==> src/rtl/assert_macros.svh <==
// ----------------------------------------------------------------------------
// assert_macros.svh
// Assertion shorthands. Each expects clk and rst_n in scope.
// ----------------------------------------------------------------------------
`ifndef ASSERT_MACROS_SVH
`define ASSERT_MACROS_SVH

// Condition must hold at every clock edge out of reset
`define ASSERT_ALWAYS(lbl, cond) \
  lbl: assert property (@(posedge clk) disable iff (!rst_n) (cond)) \
    else $error("invariant violated");

// Consequent must hold in the cycle after the antecedent
`define ASSERT_NEXT(lbl, pre, post) \
  lbl: assert property (@(posedge clk) disable iff (!rst_n) (pre) |=> (post)) \
    else $error("next-cycle check failed");

`endif

==> src/rtl/mah_pkg.sv <==
// ----------------------------------------------------------------------------
// mah_pkg
// Shared constants, types and decimal digit helpers for the moving average
// level block.
// ----------------------------------------------------------------------------
package mah_pkg;

  // Configuration register map
  localparam int CFG_IDX_W = 2;
  localparam int CFG_W     = 10;
  localparam logic [CFG_IDX_W-1:0] REG_SET_VALUE = 2'd0;
  localparam logic [CFG_IDX_W-1:0] REG_BAND      = 2'd1;
  localparam logic [CFG_W-1:0]     SET_RESET     = 10'd18;
  localparam logic [CFG_W-1:0]     BAND_RESET    = 10'd1;

  // Result field widths
  localparam int AVG_W = 10;
  localparam int DIG_W = 4;

  // Mean fits in 16 bits at the widest sample; one guard bit for compares
  localparam int WIDE_W = 17;
  // Remainder below 10000
  localparam int REM_W  = 14;

  localparam logic [REM_W-1:0] UNIT_THOUSANDS = 14'd1000;
  localparam logic [REM_W-1:0] UNIT_HUNDREDS  = 14'd100;
  localparam logic [REM_W-1:0] UNIT_TENS      = 14'd10;

  typedef struct packed {
    logic [DIG_W-1:0] q;
    logic [REM_W-1:0] r;
  } dig_t;

  // Value mod 10000 for values below 80000: three restoring steps
  function automatic logic [REM_W-1:0] mod_10k(input logic [WIDE_W-1:0] x);
    logic [WIDE_W-1:0] acc;
    acc = x;
    if (acc >= 17'd40000) acc = acc - 17'd40000;
    if (acc >= 17'd20000) acc = acc - 17'd20000;
    if (acc >= 17'd10000) acc = acc - 17'd10000;
    return acc[REM_W-1:0];
  endfunction

  // One decimal digit: x / unit and x % unit for x below 16 * unit
  function automatic dig_t dig_step(input logic [REM_W-1:0] x,
                                    input logic [REM_W-1:0] unit);
    logic [WIDE_W-1:0] acc;
    logic [WIDE_W-1:0] trial;
    dig_t              res;
    acc   = WIDE_W'(x);
    res.q = '0;
    for (int b = DIG_W - 1; b >= 0; b--) begin
      trial = WIDE_W'(unit) << b;
      if (acc >= trial) begin
        acc      = acc - trial;
        res.q[b] = 1'b1;
      end
    end
    res.r = acc[REM_W-1:0];
    return res;
  endfunction

endpackage

==> src/rtl/moving_average_hysteresis_level.sv <==
// Flow: an accepted sample word passes stage registers v1_r to v6_r in order
// and leaves as a result word. Throughput: one sample per cycle unless out_stall
// holds it; window RAM read/write and running total update run once per sample.
// Reset: synchronous; window reads as zero, total, pointer and level cleared,
// set_value = 18, band = 1. No clearing pass; samples are taken at once.
// ----------------------------------------------------------------------------
// moving_average_hysteresis_level
// Running window mean with decimal digits and a hysteresis level output.
// ----------------------------------------------------------------------------
`include "assert_macros.svh"

module moving_average_hysteresis_level #(
  parameter int WINDOW_DEPTH = 20,
  parameter int SAMPLE_BITS  = 10
) (
  input  logic                           clk,
  input  logic                           rst_n,
  // configuration
  input  logic                           cfg_valid,
  output logic                           cfg_ready,
  input  logic [mah_pkg::CFG_IDX_W-1:0]  cfg_index,
  input  logic [mah_pkg::CFG_W-1:0]      cfg_data,
  // sample channel
  input  logic                           in_valid,
  output logic                           in_stall,
  input  logic [SAMPLE_BITS-1:0]         in_sample,
  // result channel
  output logic                           out_valid,
  input  logic                           out_stall,
  output logic [mah_pkg::AVG_W-1:0]      out_average,
  output logic                           out_level_on,
  output logic                           out_digit_thousands,
  output logic [mah_pkg::DIG_W-1:0]      out_digit_hundreds,
  output logic [mah_pkg::DIG_W-1:0]      out_digit_tens,
  output logic [mah_pkg::DIG_W-1:0]      out_digit_ones
);

  localparam int PW     = $clog2(WINDOW_DEPTH);
  localparam int TW     = SAMPLE_BITS + PW;
  // total / WINDOW_DEPTH as (total * RECIP) >> SH, exact for total < 2**TW
  localparam int SH     = TW + PW;
  localparam int MUL_W  = SH + 1;
  localparam int PROD_W = TW + MUL_W;
  localparam logic [MUL_W-1:0] RECIP =
    MUL_W'((64'd1 << SH) / 64'(WINDOW_DEPTH) + 64'd1);
  localparam logic [TW-1:0] TOTAL_MAX =
    TW'(WINDOW_DEPTH * ((1 << SAMPLE_BITS) - 1));
  localparam logic [PW:0] DEPTH_LAST = (PW+1)'(WINDOW_DEPTH - 1);

  // Configuration registers
  logic [mah_pkg::CFG_W-1:0] set_r;
  logic [mah_pkg::CFG_W-1:0] band_r;

  assign cfg_ready = 1'b1;

  always_ff @(posedge clk) begin
    if (!rst_n) begin
      set_r  <= mah_pkg::SET_RESET;
      band_r <= mah_pkg::BAND_RESET;
    end else if (cfg_valid && cfg_ready) begin
      case (cfg_index)
        mah_pkg::REG_SET_VALUE: set_r  <= cfg_data;
        mah_pkg::REG_BAND:      band_r <= cfg_data;
        default: ;
      endcase
    end
  end

  // Pipeline stage valids and ready chain
  logic v1_r, v2_r, v3_r, v4_r, v5_r, v6_r;
  logic rdy1, rdy2, rdy3, rdy4, rdy5, rdy6;
  logic accept;

  assign rdy6     = !v6_r || !out_stall;
  assign rdy5     = !v5_r || rdy6;
  assign rdy4     = !v4_r || rdy5;
  assign rdy3     = !v3_r || rdy4;
  assign rdy2     = !v2_r || rdy3;
  assign rdy1     = !v1_r || rdy2;
  assign in_stall = !rdy1;
  assign accept   = in_valid && rdy1;

  always_ff @(posedge clk) begin
    if (!rst_n) begin
      v1_r <= 1'b0;
      v2_r <= 1'b0;
      v3_r <= 1'b0;
      v4_r <= 1'b0;
      v5_r <= 1'b0;
      v6_r <= 1'b0;
    end else begin
      if (rdy1) v1_r <= in_valid;
      if (rdy2) v2_r <= v1_r;
      if (rdy3) v3_r <= v2_r;
      if (rdy4) v4_r <= v3_r;
      if (rdy5) v5_r <= v4_r;
      if (rdy6) v6_r <= v5_r;
    end
  end

  // Write pointer: oldest entry
  logic [PW-1:0] wp_r;

  always_ff @(posedge clk) begin
    if (!rst_n) begin
      wp_r <= '0;
    end else if (accept) begin
      wp_r <= ({1'b0, wp_r} == DEPTH_LAST) ? '0 : wp_r + 1'b1;
    end
  end

  // Stage 1: oldest entry read from RAM; write back and total update on exit.
  // The next word reads the following entry, so a read never meets the
  // pending write of the same entry.
  logic [SAMPLE_BITS-1:0] smp1_r;
  logic [PW-1:0]          pos1_r;
  logic [SAMPLE_BITS-1:0] old1;
  logic                   mv1;
  logic [TW-1:0]          total_r;
  logic [TW-1:0]          total_nxt;

  always_ff @(posedge clk) begin
    if (accept) begin
      smp1_r <= in_sample;
      pos1_r <= wp_r;
    end
  end

  mah_window #(
    .DEPTH (WINDOW_DEPTH),
    .BITS  (SAMPLE_BITS)
  ) u_window (
    .clk     (clk),
    .rst_n   (rst_n),
    .rd_en   (accept),
    .rd_addr (wp_r),
    .rd_data (old1),
    .wr_en   (mv1),
    .wr_addr (pos1_r),
    .wr_data (smp1_r)
  );

  assign mv1       = v1_r && rdy2;
  assign total_nxt = total_r - TW'(old1) + TW'(smp1_r);

  always_ff @(posedge clk) begin
    if (!rst_n) begin
      total_r <= '0;
    end else if (mv1) begin
      total_r <= total_nxt;
    end
  end

  // Stage 2: reciprocal multiply
  logic [TW-1:0] tot2_r;

  always_ff @(posedge clk) begin
    if (mv1) begin
      tot2_r <= total_nxt;
    end
  end

  logic [PROD_W-1:0] prod3_r;

  always_ff @(posedge clk) begin
    if (v2_r && rdy3) begin
      prod3_r <= PROD_W'(tot2_r) * PROD_W'(RECIP);
    end
  end

  // Stage 3: mean, hysteresis, mod 10000
  logic [SAMPLE_BITS-1:0]     avg3;
  logic [mah_pkg::WIDE_W-1:0] avg_wide;
  logic [mah_pkg::WIDE_W-1:0] upper;
  logic [mah_pkg::WIDE_W-1:0] lower;
  logic                       level_r;
  logic                       level_nxt;
  logic                       mv3;

  assign avg3     = prod3_r[SH +: SAMPLE_BITS];
  assign avg_wide = mah_pkg::WIDE_W'(avg3);
  assign upper    = mah_pkg::WIDE_W'(set_r) + mah_pkg::WIDE_W'(band_r);
  // lower threshold saturates at zero
  assign lower    = (set_r > band_r) ? mah_pkg::WIDE_W'(set_r - band_r) : '0;
  assign mv3      = v3_r && rdy4;

  always_comb begin
    level_nxt = level_r;
    if (avg_wide > upper) begin
      level_nxt = 1'b1;
    end else if (avg_wide < lower) begin
      level_nxt = 1'b0;
    end
  end

  always_ff @(posedge clk) begin
    if (!rst_n) begin
      level_r <= 1'b0;
    end else if (mv3) begin
      level_r <= level_nxt;
    end
  end

  logic [mah_pkg::AVG_W-1:0] avg4_r;
  logic                      lvl4_r;
  logic [mah_pkg::REM_W-1:0] rem4_r;

  always_ff @(posedge clk) begin
    if (mv3) begin
      avg4_r <= mah_pkg::AVG_W'(avg3);
      lvl4_r <= level_nxt;
      rem4_r <= mah_pkg::mod_10k(avg_wide);
    end
  end

  // Stage 4: thousands and hundreds digits
  mah_pkg::dig_t d_th;
  mah_pkg::dig_t d_hu;

  assign d_th = mah_pkg::dig_step(rem4_r, mah_pkg::UNIT_THOUSANDS);
  assign d_hu = mah_pkg::dig_step(d_th.r, mah_pkg::UNIT_HUNDREDS);

  logic [mah_pkg::AVG_W-1:0] avg5_r;
  logic                      lvl5_r;
  logic                      th5_r;
  logic [mah_pkg::DIG_W-1:0] hu5_r;
  logic [mah_pkg::REM_W-1:0] rem5_r;

  always_ff @(posedge clk) begin
    if (v4_r && rdy5) begin
      avg5_r <= avg4_r;
      lvl5_r <= lvl4_r;
      th5_r  <= d_th.q[0];
      hu5_r  <= d_hu.q;
      rem5_r <= d_hu.r;
    end
  end

  // Stage 5: tens and ones into the output register
  mah_pkg::dig_t d_te;

  assign d_te = mah_pkg::dig_step(rem5_r, mah_pkg::UNIT_TENS);

  logic [mah_pkg::AVG_W-1:0] avg6_r;
  logic                      lvl6_r;
  logic                      th6_r;
  logic [mah_pkg::DIG_W-1:0] hu6_r;
  logic [mah_pkg::DIG_W-1:0] te6_r;
  logic [mah_pkg::DIG_W-1:0] on6_r;

  always_ff @(posedge clk) begin
    if (v5_r && rdy6) begin
      avg6_r <= avg5_r;
      lvl6_r <= lvl5_r;
      th6_r  <= th5_r;
      hu6_r  <= hu5_r;
      te6_r  <= d_te.q;
      on6_r  <= d_te.r[mah_pkg::DIG_W-1:0];
    end
  end

  assign out_valid           = v6_r;
  assign out_average         = avg6_r;
  assign out_level_on        = lvl6_r;
  assign out_digit_thousands = th6_r;
  assign out_digit_hundreds  = hu6_r;
  assign out_digit_tens      = te6_r;
  assign out_digit_ones      = on6_r;

  // Checks
  `ASSERT_ALWAYS(a_wp_range, {1'b0, wp_r} <= DEPTH_LAST)
  `ASSERT_ALWAYS(a_total_bound, total_r <= TOTAL_MAX)
  `ASSERT_NEXT(a_level_on, mv3 && (avg_wide > upper), level_r)
  `ASSERT_NEXT(a_level_off, mv3 && (avg_wide < lower) && !(avg_wide > upper), !level_r)

endmodule

==> src/rtl/mah_window.sv <==
// ----------------------------------------------------------------------------
// mah_window
// Sample window RAM: one write and one registered read per cycle. Entries
// never written since reset read back as zero.
// ----------------------------------------------------------------------------
module mah_window #(
  parameter int DEPTH = 20,
  parameter int BITS  = 10
) (
  input  logic                     clk,
  input  logic                     rst_n,
  input  logic                     rd_en,
  input  logic [$clog2(DEPTH)-1:0] rd_addr,
  output logic [BITS-1:0]          rd_data,
  input  logic                     wr_en,
  input  logic [$clog2(DEPTH)-1:0] wr_addr,
  input  logic [BITS-1:0]          wr_data
);

  logic [BITS-1:0]  mem [DEPTH];
  logic [BITS-1:0]  rd_q_r;
  logic             rd_vld_r;
  logic [DEPTH-1:0] vld_r;

  // Storage array and registered read port
  always_ff @(posedge clk) begin
    if (wr_en) begin
      mem[wr_addr] <= wr_data;
    end
    if (rd_en) begin
      rd_q_r <= mem[rd_addr];
    end
  end

  // Written flags, cleared by reset
  always_ff @(posedge clk) begin
    if (!rst_n) begin
      vld_r    <= '0;
      rd_vld_r <= 1'b0;
    end else begin
      if (wr_en) begin
        vld_r[wr_addr] <= 1'b1;
      end
      if (rd_en) begin
        rd_vld_r <= vld_r[rd_addr];
      end
    end
  end

  assign rd_data = rd_vld_r ? rd_q_r : '0;

endmodule

==> config.mk <==
export PLATFORM = sky130hd
export DESIGN_NAME = moving_average_hysteresis_level
export DESIGN_NICKNAME = d
export VERILOG_FILES = /design/src/rtl/mah_pkg.sv /design/src/rtl/moving_average_hysteresis_level.sv /design/src/rtl/mah_window.sv
export VERILOG_INCLUDE_DIRS = /design/src /design/src/rtl
export SDC_FILE = /design/constraint.sdc
export NUM_CORES = 1
export LEC_CHECK = 0
export ABC_AREA = 1
export BUFFER_PORTS_ARGS = -buffer_cell sky130_fd_sc_hd__buf_2
export CAP_MARGIN = 20
export CORE_ASPECT_RATIO = 0.9
export CORE_MARGIN = 2
export CORE_UTILIZATION = 55
export DETAILED_ROUTE_END_ITERATION = 8
export HOLD_SLACK_MARGIN = 0.02
export PLACE_DENSITY = 0.69
export SLEW_MARGIN = 20
export SYNTH_ARGS = -nofsm -noshare
export SYNTH_HDL_FRONTEND = slang
export SYNTH_SLANG_ARGS = --single-unit
==> constraint.sdc <==
create_clock -name clk -period 13.6 [get_ports clk]
set_input_delay 0.68 -clock clk [delete_from_list [all_inputs] [get_ports clk]]
set_output_delay 0.68 -clock clk [all_outputs]
set_load 0.005 [all_outputs]
==> results.toml, run 1 <==
[status]
status = "finished clean"

[global_routing]
grt_max_degree = 93
antenna_found_initial = 3
first_global_vias = 15408
grt_pass1_wl_um = 78500
globalRouteOverflowTotal = 0
grt_usage_pct = 23.3

[timing]
hold_slack_ns = 0.291
setup_tns_ns = 0
relSlewSlack_pct = 28.7
maxSlewViolCount = 0
finalSetupViolCount = 0
hold_viol_final = 0
skew_ns = 0.0274
worst_pin_slew_ns = 1.07
finalCriticalPeriod_ns = 5.91
rsz0062_at_grt = "false"
min_period_over_period_pct = 43.4
fmaxAchievable_mhz = 169

[die]
initial_core_util_pct = 56.0
die-area_um2 = 42000
chipHeight_um = 195
rows = 69
die_x_um = 216
core-area_um2 = 39600
ios = 54

[yosys]
ys_ff_latch = 380
synth_area_leader_cell = "edfxtp_1"
synthArstFlopShare_pct = 0
ys_dominant_reg_cell = "edfxtp_1"
syn-cell-area_um2 = 22200
syn_area_per_cell_um2 = 10.0
ys_seq_area_share_pct = 48.4
yosysTopAreaCellShare_pct = 42.2
syn_nets = 2488
synth.most_common_cell = "inv_1"
netlist_instances = 2215
synth_enable_flop_cells = 312
synth_commonest_cells = "inv_1 (321), edfxtp_1 (312), nand2_1 (268)"
synth_cell_type_count = 54
synth.area.top_cells = "edfxtp_1 (42%), ha_1 (9.9%), fa_1 (6.4%), dfxtp_1 (6.1%), inv_1 (5.4%)"
synth_warnings = 0

[cts]
cts.sinks = 380
clk_pin_slew_ns = 0.06
htreeDepth = 2
postCtsSetupRepairBufs = 0
ctsResizeCount = 0
cts_hold_buffers = 0
cts-root-buf = "clkbuf_16"
clkLatencyLatePin_ns = 0.56
clock_path_buffers = 3
cts_tree = "yes"
cts_made_buffers = 40

[layout]
fillCellCount = 3230
stdcell_area_um2 = 24300
layout-drive-gt1-share_pct = 10.2
nets = 2530
area_delta_synth_final_pct = 9.57

[pwr]
total_power_w = 0.00532
peakVddDrop_mv = 0.243
power_density_nw_per_um2 = 219
power_leakage_nw = 10.4

[setup_path]
r2r_slack_ns = 7.69
cp.required_ns = 13.88
worst_setup_path_start_kind = "flop"
worst_ep_arrival_time_ns = 6.18
worstSetupEndpointType = "flop"
path_class = "flop to flop"
critPathMaxFanout = 4

[route]
wirelength_um = 48700
dr.first_iter.drc_count = 1129
drc = 0
via_count = 15395
wl_per_cell_um = 17.3
ant_nets = 0
drt_first_pass_iters = 5
via_per_inst = 5.45

[run]
maxCapViolations = 0

[place]
io_buffer_count = 52
gp_congestion = 0.897
place_area_um2 = 22900
hpwl_um = 35100

[min_path]
min_path_type = "input port to flop"
==> cell type report <==
cell class | count | area, um^2 | area share (%)
Antenna cell | 3 | 7.51 | 0.0309
Clock buffer | 48 | 1070 | 4.41
Clock inverter | 25 | 283 | 1.16
Inverter | 338 | 1280 | 5.26
Multi-Input combinational cell | 1434 | 9910 | 40.8
Sequential cell | 380 | 10700 | 44.2
Tap cell | 532 | 666 | 2.74
Timing Repair Buffer | 63 | 350 | 1.44
==> report_power, final <==
group | internal, W | switching, W
combinational | 0.00116 | 0.00158
clock | 0.000647 | 0.000462
sequential | 0.00141 | 0.0000546
total | 0.00322 | 0.00210
==> cell usage in the layout, fill, tap and decap left out, types with 18 or more instances in the layout <==
| cell type | netlist | routed |
|---|---|---|
| xor2_1 | 57 | 57 |
| nand3_1 | 95 | 95 |
| edfxtp_1 | 312 | 312 |
| o22ai_1 | 29 | 29 |
| a21oi_1 | 98 | 97 |
| nand4_1 | 19 | 19 |
| inv_1 | 321 | 320 |
| nor2_1 | 230 | 225 |
| o21ai_0 | 156 | 156 |
| nand2_2 | 37 | 37 |
| fa_1 | 71 | 71 |
| dfxtp_1 | 68 | 67 |
| ha_1 | 175 | 175 |
| o21a_1 | 22 | 22 |
| nand2_1 | 268 | 268 |
| nor2_2 | 15 | 20 |
| clkbuf_16 | 0 | 40 |
| buf_2 | 1 | 52 |
| o221ai_1 | 18 | 18 |
==> sequential cells by signal, summed over array words and instances, names as in the netlist, 12 cells and up <==
signal          flops
u_window.mem      200
u_window.vld_r     20
tot2_r             15
total_r            15
rem5_r             12
==> per-layer routing <==
layer  vias to the layer above  global-route usage [%]  wire length [um]  share of wire [%]
met3                       108                    2.72              1950                4.0
met2                       359                    40.8             23900                 49
li1                       7588                       -                 -                  -
met4                         0                    8.84              1700                3.5
met5                         -                       0                 0                  0
met1                      7340                    29.9             21200                 43
==> worst max-delay path: stages (launching register included) <==
cell and delay (ns):
edfxtp_1 0.40, inv_1 0.06, ha_1 0.28, inv_1 0.07
fa_1 0.46, inv_1 0.10, fa_1 0.42, inv_1 0.13
fa_1 0.43, fa_1 0.51, fa_1 0.48, ha_1 0.32
a21oi_1 0.14, nor2_1 0.06, a211oi_1 0.16, o21ai_0 0.12
a31oi_1 0.26, inv_1 0.07, nand2_1 0.06, nand2_1 0.09
nand3_1 0.08, nand2_1 0.07, a21o_1 0.21, a21oi_1 0.28
inv_1 0.07, a31oi_1 0.17, xor2_1 0.09
==> per-stage QoR <==
| stage | utilization (%) | setup WS, ns | cells |
|---|---|---|---|
| after detailed placement | 57.8 | 7.69 | 2745 |
| after floorplan | - | 8.17 | 2215 |
| after CTS | 61.2 | 7.65 | 2818 |
| final | 61.3 | 7.69 | 2823 |
| after global routing | 61.3 | 7.25 | 2822 |
| after global placement | 57.8 | 7.85 | 2744 |
==> path summary, 6_finish.rpt <==
| check | startpoint | to | cells past startpoint |
|---|---|---|---|
| setup / recovery | tot2_r[13]$_DFFE_PP_ | prod3_r[27]$_DFFE_PP_ | 26 |
| hold / removal | in_sample[7] | smp1_r[7]$_DFFE_PP_ | 1 |
| setup reg to reg | tot2_r[13]$_DFFE_PP_ | prod3_r[27]$_DFFE_PP_ | 26 |
| hold reg to reg | avg5_r[8]$_DFFE_PP_ | out_average[8]$_DFFE_PP_ | 0 |
==> cell families (layout without fill, tap and decap cells) <==
kind of cell,count (synthesis),after routing,synth area share [%]
other cells,1,4,0.0169
xor+xnor,73,73,2.88
buf+inv,401,474,7.00
fa+ha+maj,246,246,16.3
compound gates,399,399,10.6
simple gates,715,715,14.8
flops,380,380,48.4
Note: power is estimated with default switching activity, not from simulation.
==> run 2, diff against run 1 <==
clock period = 6.1 ns   (was 13.6 ns; I/O delays follow)
==> results.toml, run 2 (synthesized netlist as in run 1, its figures left out) <==
[cts]
cts.sinks = 380
clock_path_buffers = 3
cts_made_buffers = 40
htreeDepth = 2
clk_pin_slew_ns = 0.07
cts-root-buf = "clkbuf_16"
cts_tree = "yes"
clkLatencyLatePin_ns = 0.58

[min_path]
min_path_type = "input port to flop"
worstHoldPathCells = 3
min_to = "band_r[0]$_SDFFE_PN1P_"
min-delay-start = "cfg_data[0]"

[pwr]
peakVddDrop_mv = 0.689
power_density_nw_per_um2 = 492
total_power_w = 0.0121
power_leakage_nw = 10.6

[layout]
area_delta_synth_final_pct = 11.0
largest_reg_flops = 200
largest_register = "u_window.mem"
nets = 2560
postLayoutCoreUtil_pct = 62.1
stdcell_area_um2 = 24600
layout-drive-gt1-share_pct = 10.7
diodes = 0
layout_commonest_cell = "inv_1"
mostFrequentLayoutCells = "inv_1 (319), edfxtp_1 (312), nand2_1 (267), nor2_1 (226), ha_1 (175)"
top_regs = "u_window.mem: 200 flops, u_window.vld_r: 20 flops"

[setup_path]
worstSetupEndpointType = "flop"
worst_ep_arrival_time_ns = 6.05
worst_path_max_delay_cell = "fa_2"
crit_chain = "ha_1, inv_1, fa_2, fa_1, fa_1, fa_1, fa_1, ha_1, a21oi_1, nor2_1, a211oi_1, o21ai_1, a31oi_2, inv_1, nand2_1, nand2_1, nand3_1, nand2_1, a21o_1, a21oi_2, inv_1, a31oi_1, xor2_1"
cp.required_ns = 6.39
r2r-end = "prod3_r[27]$_DFFE_PP_"
critPathMaxStageDelay_ns = 0.62
critPathMostFrequentCell = "fa_1"
critPathMaxFanout = 4
path_class = "flop to flop"
rr_worst_depth = 23
rr_startpoint = "tot2_r[14]$_DFFE_PP_"
r2r_slack_ns = 0.35
worst_setup_path_start_kind = "flop"

[route]
via_per_inst = 5.43
top_layer = "met4"
drc = 0
met3_length_um = 2100
drt_first_pass_iters = 5
met1_length_um = 21300
via_count = 15483
wl_per_cell_um = 17.2
dr.first_iter.drc_count = 1069
dr_wl_met2_um = 24000
wirelength_um = 49000
ant_nets = 0

[die]
chipHeight_um = 195
die_x_um = 216
initial_core_util_pct = 56.0
ios = 54
core-area_um2 = 39600
die-area_um2 = 42000
rows = 69

[timing]
relSlewSlack_pct = 27.2
maxSlewViolCount = 0
fmaxAchievable_mhz = 174
setup_tns_ns = 0
finalCriticalPeriod_ns = 5.75
rsz0062_at_grt = "false"
worst_pin_slew_ns = 1.09
skew_ns = 0.0299
min_period_over_period_pct = 94.3
finalSetupViolCount = 0
hold_viol_final = 0

[status]
status = "finished clean"

[run]
maxCapViolations = 0

[global_routing]
globalRouteOverflowTotal = 0
grt_pass1_wl_um = 78500
antenna_found_initial = 0
first_global_vias = 15201
grt_usage_pct = 23.6
grt_max_degree = 93

[place]
io_buffer_count = 52
gp_congestion = 0.888
hpwl_um = 34900
place_area_um2 = 22900
## run 2: stage by stage
step,setup slack (ns),hold slack (ns),instances
after floorplan,0.675,0.400,2215
after global placement,0.346,0.401,2747
after detailed placement,0.144,0.405,2748
after CTS,0.121,0.0245,2842
after global routing,0.00839,0.0313,2851
final,0.346,0.0410,2851
## run 2: repair_timing
| item | CTS | global route |
|---|---|---|
| setup buffers | 0 | 6 |
| resized for setup | 0 | 8 |
| endpoints found under the hold margin | 21 | 0 |
| hold buffers | 20 | 0 |
| setup endpoints to repair | 0 | 15 |
## run 2: final cells by class
type	instances	area, um^2
multi-input cells	1434	9930
well taps	532	666
flip-flops and latches	380	10700
repair buffers	93	626
clock inverters	23	302
fillers	3238	15000
clock buffers	51	1070
inverters	338	1280
## run 2: worst max-delay path, delay by kind of cell, from the launching register on
kind / cells / cell delay, ns
adders and majority gates: 7 / 3.17
AOI/OAI and AO/OA: 7 / 1.21
DFF: 1 / 0.43
and+or+nand+nor: 5 / 0.39
buffers and inverters: 3 / 0.19
xor gates and xnor gates: 1 / 0.11
## run 2: report_power, final
part	internal (W)	switching, W
logic	0.00273	0.00360
clock network	0.00148	0.00104
registers	0.00315	0.000116
## run 2: layer usage
metal / vias up / GRT usage (%)
met2: 379 / 40.7
met5: - / 0
met1: 7368 / 30.3
met4: 0 / 9.04
li1: 7646 / -
met3: 90 / 2.97
## run 2: worst max-delay path by stage
| stage | start | cells past startpoint | slack [ns] | to |
|---|---|---|---|---|
| 2_1_floorplan | tot2_r[13]$_DFFE_PP_ | 26 | 0.67 | prod3_r[27]$_DFFE_PP_ |
| 3_3_place_gp | tot2_r[13]$_DFFE_PP_ | 26 | 0.35 | prod3_r[27]$_DFFE_PP_ |
| 3_5_place_dp | tot2_r[14]$_DFFE_PP_ | 23 | 0.14 | prod3_r[27]$_DFFE_PP_ |
| 4_1_cts | tot2_r[14]$_DFFE_PP_ | 23 | 0.12 | prod3_r[27]$_DFFE_PP_ |
| 5_1_grt | tot2_r[13]$_DFFE_PP_ | 24 | 0.008 | prod3_r[27]$_DFFE_PP_ |
| 6_report | tot2_r[14]$_DFFE_PP_ | 23 | 0.35 | prod3_r[27]$_DFFE_PP_ |
